## src/rtl/core/linear_congruence_solver_defines.svh

```systemverilog
// ----------------------------------------------------------------------------
// Assertion macros for the linear congruence solver
// Shared property wrappers, empty under synthesis.
// ----------------------------------------------------------------------------
`ifndef LINEAR_CONGRUENCE_SOLVER_DEFINES_SVH
`define LINEAR_CONGRUENCE_SOLVER_DEFINES_SVH
`ifndef SYNTHESIS
`define LCS_ASSERT_IMP(lbl, ante, cons, msg) \
	lbl: assert property (@(posedge clk) disable iff (!arst_n) (ante) |-> (cons)) \
	else $error(msg);
`define LCS_ASSERT_NXT(lbl, ante, cons, msg) \
	lbl: assert property (@(posedge clk) disable iff (!arst_n) (ante) |=> (cons)) \
	else $error(msg);
`else
`define LCS_ASSERT_IMP(lbl, ante, cons, msg)
`define LCS_ASSERT_NXT(lbl, ante, cons, msg)
`endif
`endif

```

## src/rtl/core/lcs_pkg.sv

```systemverilog
// ----------------------------------------------------------------------------
// Linear congruence solver package
// Shared constants.
// ----------------------------------------------------------------------------
package lcs_pkg;
	localparam int MOD_BITS_DEF  = 16;
	localparam int COEF_BITS_DEF = 24;
	localparam int MOD_RESET     = 768;
endpackage

```

## src/rtl/core/lcs_divider.sv

```systemverilog
// ----------------------------------------------------------------------------
// Shared restoring divider
// One quotient bit per cycle; unsigned numerator and divisor.
// ----------------------------------------------------------------------------
module lcs_divider #(
	parameter int W = 32
) (
	input  logic         clk,
	input  logic         arst_n,
	input  logic         start,
	input  logic [W-1:0] num,
	input  logic [W-1:0] den,
	output logic         done,
	output logic [W-1:0] quo,
	output logic [W-1:0] rem
);
	localparam int CW = $clog2(W + 1);

	logic [W-1:0]  rem_q, quo_q, den_q;
	logic [CW-1:0] cnt_q;
	logic          busy_q, done_q;
	logic [W:0]    trial;

	assign trial = {rem_q, quo_q[W-1]} - {1'b0, den_q};

	always_ff @(posedge clk or negedge arst_n) begin
		if (!arst_n) begin
			busy_q <= 1'b0;
			done_q <= 1'b0;
			cnt_q  <= '0;
		end else begin
			done_q <= !start && busy_q && (cnt_q == CW'(1));
			if (start) begin
				busy_q <= 1'b1;
				cnt_q  <= CW'(W);
			end else if (busy_q) begin
				cnt_q <= cnt_q - 1'b1;
				if (cnt_q == CW'(1)) begin
					busy_q <= 1'b0;
				end
			end
		end
	end

	always_ff @(posedge clk) begin
		if (start) begin
			rem_q <= '0;
			quo_q <= num;
			den_q <= den;
		end else if (busy_q) begin
			if (!trial[W]) begin
				rem_q <= trial[W-1:0];
				quo_q <= {quo_q[W-2:0], 1'b1};
			end else begin
				rem_q <= {rem_q[W-2:0], quo_q[W-1]};
				quo_q <= {quo_q[W-2:0], 1'b0};
			end
		end
	end

	assign done = done_q;
	assign quo  = quo_q;
	assign rem  = rem_q;
endmodule

```

## src/rtl/core/linear_congruence_solver.sv

```systemverilog
// ----------------------------------------------------------------------------
// Linear congruence solver
// Solves A*x = B (mod M) with one shared divider under a sequencer.
// ----------------------------------------------------------------------------
// One word in gives one word out. A and B are reduced mod M, g = gcd(A, M)
// is found by Euclid, B is checked against g, then A/g, B/g, M/g are formed
// and the inverse of A/g is found by extended Euclid, and x0 = inv*(B/g)
// mod (M/g). Every division (residues, each Euclid step, the final product)
// runs on one restoring divider of max(COEF_BITS, 2*MOD_BITS) bits, one
// quotient bit per cycle, and each result word leaves through an output
// register; how many divisions an item needs is set by the Euclid step
// counts. A zero modulus skips the divider and goes from accept straight
// to the output state, where its all-zero word is registered.
// s_axis_tready is high only when the block is idle and no result waits.
// Unsolvable items give all zeros.
`include "linear_congruence_solver_defines.svh"

module linear_congruence_solver #(
	parameter int MOD_BITS  = lcs_pkg::MOD_BITS_DEF,
	parameter int COEF_BITS = lcs_pkg::COEF_BITS_DEF
) (
	input  logic                 clk,
	input  logic                 arst_n,
	input  logic                 cfg_we,
	input  logic [MOD_BITS-1:0]  cfg_wdata,
	input  logic                 s_axis_tvalid,
	output logic                 s_axis_tready,
	// coef_a, coef_b
	input  logic [((2*COEF_BITS+7)/8)*8-1:0] s_axis_tdata,
	output logic                 m_axis_tvalid,
	input  logic                 m_axis_tready,
	// has_solution, base_solution, spacing, solution_count
	output logic [((3*MOD_BITS+1+7)/8)*8-1:0] m_axis_tdata
);
	import lcs_pkg::*;

	localparam int OW = (3*MOD_BITS+1+7)/8*8;
	localparam int XW = (COEF_BITS > MOD_BITS) ? COEF_BITS : MOD_BITS;
	// wide enough for inv*bp products
	localparam int DW = (XW > 2*MOD_BITS) ? XW : 2*MOD_BITS;
	localparam int SW = MOD_BITS + 2;

	typedef enum logic [3:0] {
		ST_IDLE, ST_RA, ST_RB, ST_GCD, ST_CHK, ST_DA, ST_DB, ST_DM,
		ST_EU, ST_MUL, ST_OUT
	} state_t;

	state_t              state_q;
	logic [MOD_BITS-1:0] mod_q;
	logic [COEF_BITS-1:0] ca_q, cb_q;
	logic [MOD_BITS-1:0] a_q, b_q, g_q, r0_q, r1_q, mp_q, bp_q;
	logic signed [SW-1:0] s0_q, s1_q;
	logic                pend_q;
	logic                dv_start;
	logic                dv_go;
	logic [DW-1:0]       dv_num, dv_den, dv_quo, dv_rem;
	logic                dv_done;
	logic [OW-1:0]       out_q;
	logic                ovalid_q;
	logic [MOD_BITS-1:0] rres;
	logic signed [SW-1:0] snew, sfix;
	logic [2*MOD_BITS-1:0] prod;
	logic [3*MOD_BITS:0] res_word;

	lcs_divider #(.W(DW)) u_div (
		.clk(clk), .arst_n(arst_n), .start(dv_start), .num(dv_num),
		.den(dv_den), .done(dv_done), .quo(dv_quo), .rem(dv_rem)
	);

	// residue of signed coefficient: divide magnitude, then fold the sign
	function automatic logic [DW-1:0] mag(input logic [COEF_BITS-1:0] c);
		logic [COEF_BITS-1:0] n;
		n = c[COEF_BITS-1] ? (~c + 1'b1) : c;
		return DW'(n);
	endfunction

	always_comb begin
		logic [MOD_BITS-1:0] r;
		logic neg;
		r   = dv_rem[MOD_BITS-1:0];
		neg = (state_q == ST_RA) ? ca_q[COEF_BITS-1] : cb_q[COEF_BITS-1];
		rres = (neg && r != '0) ? mod_q - r : r;
	end

	assign snew = s0_q - SW'($signed({1'b0, dv_quo[MOD_BITS-1:0]}) * s1_q);
	assign sfix = s0_q[SW-1] ? s0_q + SW'({2'b0, mp_q}) : s0_q;
	assign prod = MOD_BITS'(sfix) * bp_q;

	// packed result: flag, x0, spacing, count
	assign res_word = pend_q ? {g_q, mp_q, dv_rem[MOD_BITS-1:0], 1'b1} : '0;

	always_comb begin
		dv_num = DW'(r0_q);
		dv_den = DW'(r1_q);
		case (state_q)
			ST_RA:  begin dv_num = mag(ca_q); dv_den = DW'(mod_q); end
			ST_RB:  begin dv_num = mag(cb_q); dv_den = DW'(mod_q); end
			ST_CHK: begin dv_num = DW'(b_q);  dv_den = DW'(g_q);   end
			ST_DA:  begin dv_num = DW'(a_q);  dv_den = DW'(g_q);   end
			ST_DB:  begin dv_num = DW'(b_q);  dv_den = DW'(g_q);   end
			ST_DM:  begin dv_num = DW'(mod_q); dv_den = DW'(g_q);  end
			ST_MUL: begin dv_num = DW'(prod); dv_den = DW'(mp_q);  end
			default: ;
		endcase
	end

	// next divider launch: every step that leads to another division
	always_comb begin
		case (state_q)
			ST_IDLE: dv_go = s_axis_tvalid && s_axis_tready && (mod_q != '0);
			ST_RA, ST_RB, ST_GCD, ST_DA, ST_DB, ST_DM, ST_EU: dv_go = dv_done;
			ST_CHK:  dv_go = dv_done && (dv_rem[MOD_BITS-1:0] == '0);
			default: dv_go = 1'b0;
		endcase
	end

	assign s_axis_tready = (state_q == ST_IDLE) && !ovalid_q;
	assign m_axis_tvalid = ovalid_q;
	assign m_axis_tdata  = out_q;

	always_ff @(posedge clk or negedge arst_n) begin
		if (!arst_n) begin
			mod_q    <= MOD_BITS'(MOD_RESET);
			state_q  <= ST_IDLE;
			ovalid_q <= 1'b0;
			pend_q   <= 1'b0;
			dv_start <= 1'b0;
		end else begin
			dv_start <= dv_go;
			if (cfg_we) mod_q <= cfg_wdata;
			if (ovalid_q && m_axis_tready) ovalid_q <= 1'b0;
			case (state_q)
				ST_IDLE: if (s_axis_tvalid && s_axis_tready) begin
					ca_q <= s_axis_tdata[COEF_BITS-1:0];
					cb_q <= s_axis_tdata[2*COEF_BITS-1:COEF_BITS];
					if (mod_q == '0) begin
						state_q <= ST_OUT;
						pend_q  <= 1'b0;
					end else begin
						state_q  <= ST_RA;
					end
				end
				ST_RA: if (dv_done) begin
					a_q <= rres; state_q <= ST_RB;
				end
				ST_RB: if (dv_done) begin
					b_q <= rres;
					r0_q <= mod_q; r1_q <= a_q;
					if (a_q == '0) begin
						g_q <= mod_q; state_q <= ST_CHK;
					end else begin
						state_q <= ST_GCD;
					end
				end
				ST_GCD: if (dv_done) begin
					if (dv_rem[MOD_BITS-1:0] == '0) begin
						g_q <= r1_q; state_q <= ST_CHK;
					end else begin
						r0_q <= r1_q; r1_q <= dv_rem[MOD_BITS-1:0];
					end
				end
				ST_CHK: if (dv_done) begin
					if (dv_rem[MOD_BITS-1:0] != '0) begin
						pend_q <= 1'b0; state_q <= ST_OUT;
					end else begin
						state_q <= ST_DA;
					end
				end
				ST_DA: if (dv_done) begin
					a_q <= dv_quo[MOD_BITS-1:0]; state_q <= ST_DB;
				end
				ST_DB: if (dv_done) begin
					bp_q <= dv_quo[MOD_BITS-1:0]; state_q <= ST_DM;
				end
				ST_DM: if (dv_done) begin
					mp_q <= dv_quo[MOD_BITS-1:0];
					r0_q <= dv_quo[MOD_BITS-1:0]; r1_q <= a_q;
					s0_q <= '0;
					pend_q <= 1'b1;
					// reduced modulus of one: inverse taken as zero
					if (dv_quo[MOD_BITS-1:0] <= MOD_BITS'(1) || a_q == '0) begin
						s1_q <= '0;
						state_q <= ST_MUL;
					end else begin
						s1_q <= SW'(1);
						state_q <= ST_EU;
					end
				end
				ST_EU: if (dv_done) begin
					r0_q <= r1_q; r1_q <= dv_rem[MOD_BITS-1:0];
					s0_q <= s1_q; s1_q <= snew;
					if (dv_rem[MOD_BITS-1:0] == '0) begin
						state_q <= ST_MUL;
					end
				end
				ST_MUL: if (dv_done) begin
					state_q <= ST_OUT;
				end
				ST_OUT: if (!ovalid_q) begin
					ovalid_q <= 1'b1;
					state_q  <= ST_IDLE;
					out_q    <= OW'(res_word);
				end
				default: state_q <= ST_IDLE;
			endcase
		end
	end

	`LCS_ASSERT_NXT(a_out_hold, m_axis_tvalid && !m_axis_tready, m_axis_tvalid && $stable(m_axis_tdata), "result word changed while stalled")
	`LCS_ASSERT_NXT(a_busy_after_accept, s_axis_tvalid && s_axis_tready, !s_axis_tready, "input ready right after accept")
	`LCS_ASSERT_IMP(a_base_below_spacing, m_axis_tvalid && m_axis_tdata[0], m_axis_tdata[MOD_BITS:1] < m_axis_tdata[2*MOD_BITS:MOD_BITS+1], "base solution not below spacing")
	`LCS_ASSERT_IMP(a_unsolved_zero, m_axis_tvalid && !m_axis_tdata[0], m_axis_tdata == '0, "unsolvable word not all zeros")
endmodule
```

## config.mk

```make
export PLATFORM = sky130hd
export DESIGN_NAME = linear_congruence_solver
export DESIGN_NICKNAME = d
export VERILOG_FILES = /design/src/rtl/core/lcs_pkg.sv /design/src/rtl/core/lcs_divider.sv /design/src/rtl/core/linear_congruence_solver.sv
export VERILOG_INCLUDE_DIRS = /design/src /design/src/rtl/core
export SDC_FILE = /design/constraint.sdc
export NUM_CORES = 2
export LEC_CHECK = 0
export BUFFER_PORTS_ARGS = -buffer_cell sky130_fd_sc_hd__buf_4
export CORE_MARGIN = 2
export CORE_UTILIZATION = 64
export CTS_CLUSTER_DIAMETER = 30
export CTS_CLUSTER_SIZE = 12
export DETAILED_ROUTE_END_ITERATION = 16
export PLACE_DENSITY = 0.82
export SYNTH_ARGS = -nofsm -noshare
export SYNTH_HDL_FRONTEND = slang
export SYNTH_SLANG_ARGS = --single-unit
```

## constraint.sdc

```tcl
create_clock -name clk -period 11.1 [get_ports clk]
set_input_delay 3.33 -clock clk [delete_from_list [all_inputs] [get_ports clk]]
set_output_delay 3.33 -clock clk [all_outputs]
set_load 0.05 [all_outputs]
```

==> results.yml <==
routing:
  first_pass_iters: 10
  vias: 26000
  drt-total-wl_um: 93800
  vias_per_cell: 6.30
  antenna_left: 0
  wl_per_cell_um: 22.7
  drc: 0
  drt_iter0_drc: 3229
cells_and_area:
  drive_gt1_share_pct: 10.9
  diodes: 0
  stdcell_area_um2: 36800
  final_cell_mix: "inv_1, nand2_1, fa_1"
  fill_cells: 3440
  synthToLayoutAreaGrowth_pct: 13.1
  final_common_cell: "inv_1"
  nets: 3997
timing:
  slew_headroom_pct: 18.8
  skew_ps: 32.5
  fmax_ghz: 0.113
  hold_violations: 0
  min_period_ps: 8850
  period_share_pct: 79.7
  setup_slack_ps: 2250
  slew_viol_final: 0
  finalSetupViolCount: 0
  worst_pin_slew_ps: 1210
  finalSetupTns_ps: 0
  rsz0062_at_grt: "no"
logic_synthesis:
  syn_area_per_cell_um2: 9.88
  synth_cell_types: 80
  async_reset_ff_share_pct: 8.71
  ys_seq_area_share_pct: 31.4
  ys.flop_type: "edfxtp_1"
  ys.warnings.count: 0
  synth_edf_count: 293
  netlist_area_um2: 32500
  synth_seq_cells: 356
  syn_inst: 3291
grt:
  grt.overflow.total: 0
  grt_max_degree: 91
  grt_usage_pct: 36.5
  grt_pass1_vias: 26900
  antenna_found_initial: 1
  grt_pass1_wl_um: 149000
clocking:
  cts_resized: 0
  clock_latency_ps: 630
  cts.clk_slew.worst_paths_ps: 50
  tritoncts: "done"
  cts_made_buffers: 80
  post_cts_buffers: 0
  cts_max_level: 3
  cts.sinks: 356
  clock-root-buffer: "clkbuf_16"
  hold_buffers: 0
  clockBufferDepth: 3
worst_setup_path:
  ff2ff_setup_slack_ps: 2250
  required_ps: 11570
  crit_arrival_ps: 9320
  critPathMaxFanout: 16
  start_kind: "register"
  cp-end-kind: "register"
  cpMostUsedCell: "fa_1"
  path_class: "reg2reg"
  cp_slowest_cell: "fa_1"
  max_stage_delay_ps: 560
run:
  maxCapViolations: 0
floorplan:
  core_um2: 50200
  fp.dieArea_um2: 52600
  die_w_um: 229
  die_h_um: 229
  ios: 127
  placementRows: 82
  start_util_pct: 64.8
worst_hold_path:
  min_path_type: "reg2reg"
run_status:
  status: "finished clean"
placed_design:
  place_worst_setup_slack_ps: 2410
  placed_area_um2: 34100
  io_buffers: 119
  hpwlAfterDp_um: 68800
  gp_congestion: 1.03
cell type report:
type	instances	area (um^2)	area share [%]
clock buffers	88	2030	5.52
clock inverters	61	698	1.90
inverters	399	1500	4.07
multi-input cells	2389	20300	55.2
flip-flops and latches	356	10200	27.8
well taps	672	841	2.29
repair buffers	161	1210	3.28
sequential cells by signal, summed over array words and instances, names as in the netlist, 16 cells and up:
register and cells:
a_q 16, bp_q 16, g_q 16, r0_q 16
cb_q 24, s1_q 18, ca_q 24, mp_q 16
mod_q 16, u_div.rem 32, r1_q 16, m_axis_tdata 49
u_div.den_q 16, b_q 16, s0_q 18, u_div.quo 32
kinds of logic (layout without fill, tap and decap cells):
logic type	after synthesis	in the layout	synth area share [%]
fa+ha+maj	541	541	28.2
simple gates	1100	1100	16.9
mux	69	69	2.30
xor+xnor	148	148	3.98
compound gates	524	524	10.7
flops	356	356	31.4
other cells	1	7	0.0115
buf+inv	552	709	6.47
final timing paths:
| kind | endpoint | cells past startpoint | start |
|---|---|---|---|
| max reg2reg | u_div.quo[30] | 29 | s0_q[0] |
| min | u_div.rem[22] | 2 | u_div.rem[22] |
| min reg2reg | u_div.rem[22] | 2 | u_div.rem[22] |
| max in group asynchronous | dv_start | 1 | arst_n |
| min in group asynchronous | m_axis_tvalid | 1 | arst_n |
| max | u_div.quo[30] | 29 | s0_q[0] |
Yosys cell counts (12+ instances only):
| master | count | share of area (%) |
|---|---|---|
| dfxtp_1 | 32 | 2.0 |
| xor2_1 | 75 | 2.0 |
| nand3b_1 | 12 | 0.28 |
| nand3_1 | 28 | 0.43 |
| nor4_1 | 28 | 0.54 |
| mux2i_1 | 23 | 0.71 |
| o31ai_1 | 24 | 0.55 |
| ha_1 | 219 | 8.4 |
| nor2b_1 | 13 | 0.25 |
| nand2b_1 | 21 | 0.40 |
| a22oi_1 | 18 | 0.42 |
| dfrtp_1 | 29 | 2.2 |
| nor3_1 | 48 | 0.74 |
| inv_1 | 399 | 4.6 |
| a21oi_1 | 112 | 1.7 |
| o21a_1 | 23 | 0.53 |
| a31oi_1 | 15 | 0.29 |
| a311oi_1 | 16 | 0.43 |
| and3_1 | 13 | 0.25 |
| and2_1 | 295 | 5.7 |
| edfxtp_1 | 293 | 27 |
| o21ai_0 | 120 | 1.8 |
| clkbuf_1 | 132 | 1.5 |
| a211oi_1 | 37 | 0.85 |
| fa_1 | 322 | 20 |
| o22ai_1 | 21 | 0.40 |
| xnor2_1 | 73 | 2.0 |
| nor2_1 | 180 | 2.1 |
| a21o_1 | 20 | 0.46 |
| nand2_1 | 385 | 4.4 |
| mux2_2 | 46 | 1.6 |
| or3_1 | 19 | 0.37 |
| a222oi_1 | 18 | 0.55 |
critical path: cells and delay by family (launching register included):
kind / cells / cell delay [ps]
AOI/OAI and AO/OA: 10 / 2700
and+or+nand+nor: 6 / 1370
DFF: 1 / 470
buffers and inverters: 4 / 230
adders and majority gates: 9 / 3900
per-stage QoR:
step,hold slack [ps],util (%),instances
6_report,509,73.3,4126
2_1_floorplan,443,-,3297
3_5_place_dp,478,67.9,3977
5_1_grt,537,73.3,4126
3_3_place_gp,467,67.9,3977
4_1_cts,506,73.3,4126
per-layer routing:
metal | up-vias | GRT usage [%] | part of all wire [%]
met4 | 0 | 16.5 | 4.8
met3 | 340 | 7.68 | 10
met5 | - | 0 | 0
met1 | 12700 | 47.6 | 37
li1 | 11300 | - | -
met2 | 1559 | 58.9 | 48
Power is not shown: default switching activity piles up to over one toggle a cycle in this logic, so the estimate is an artifact.
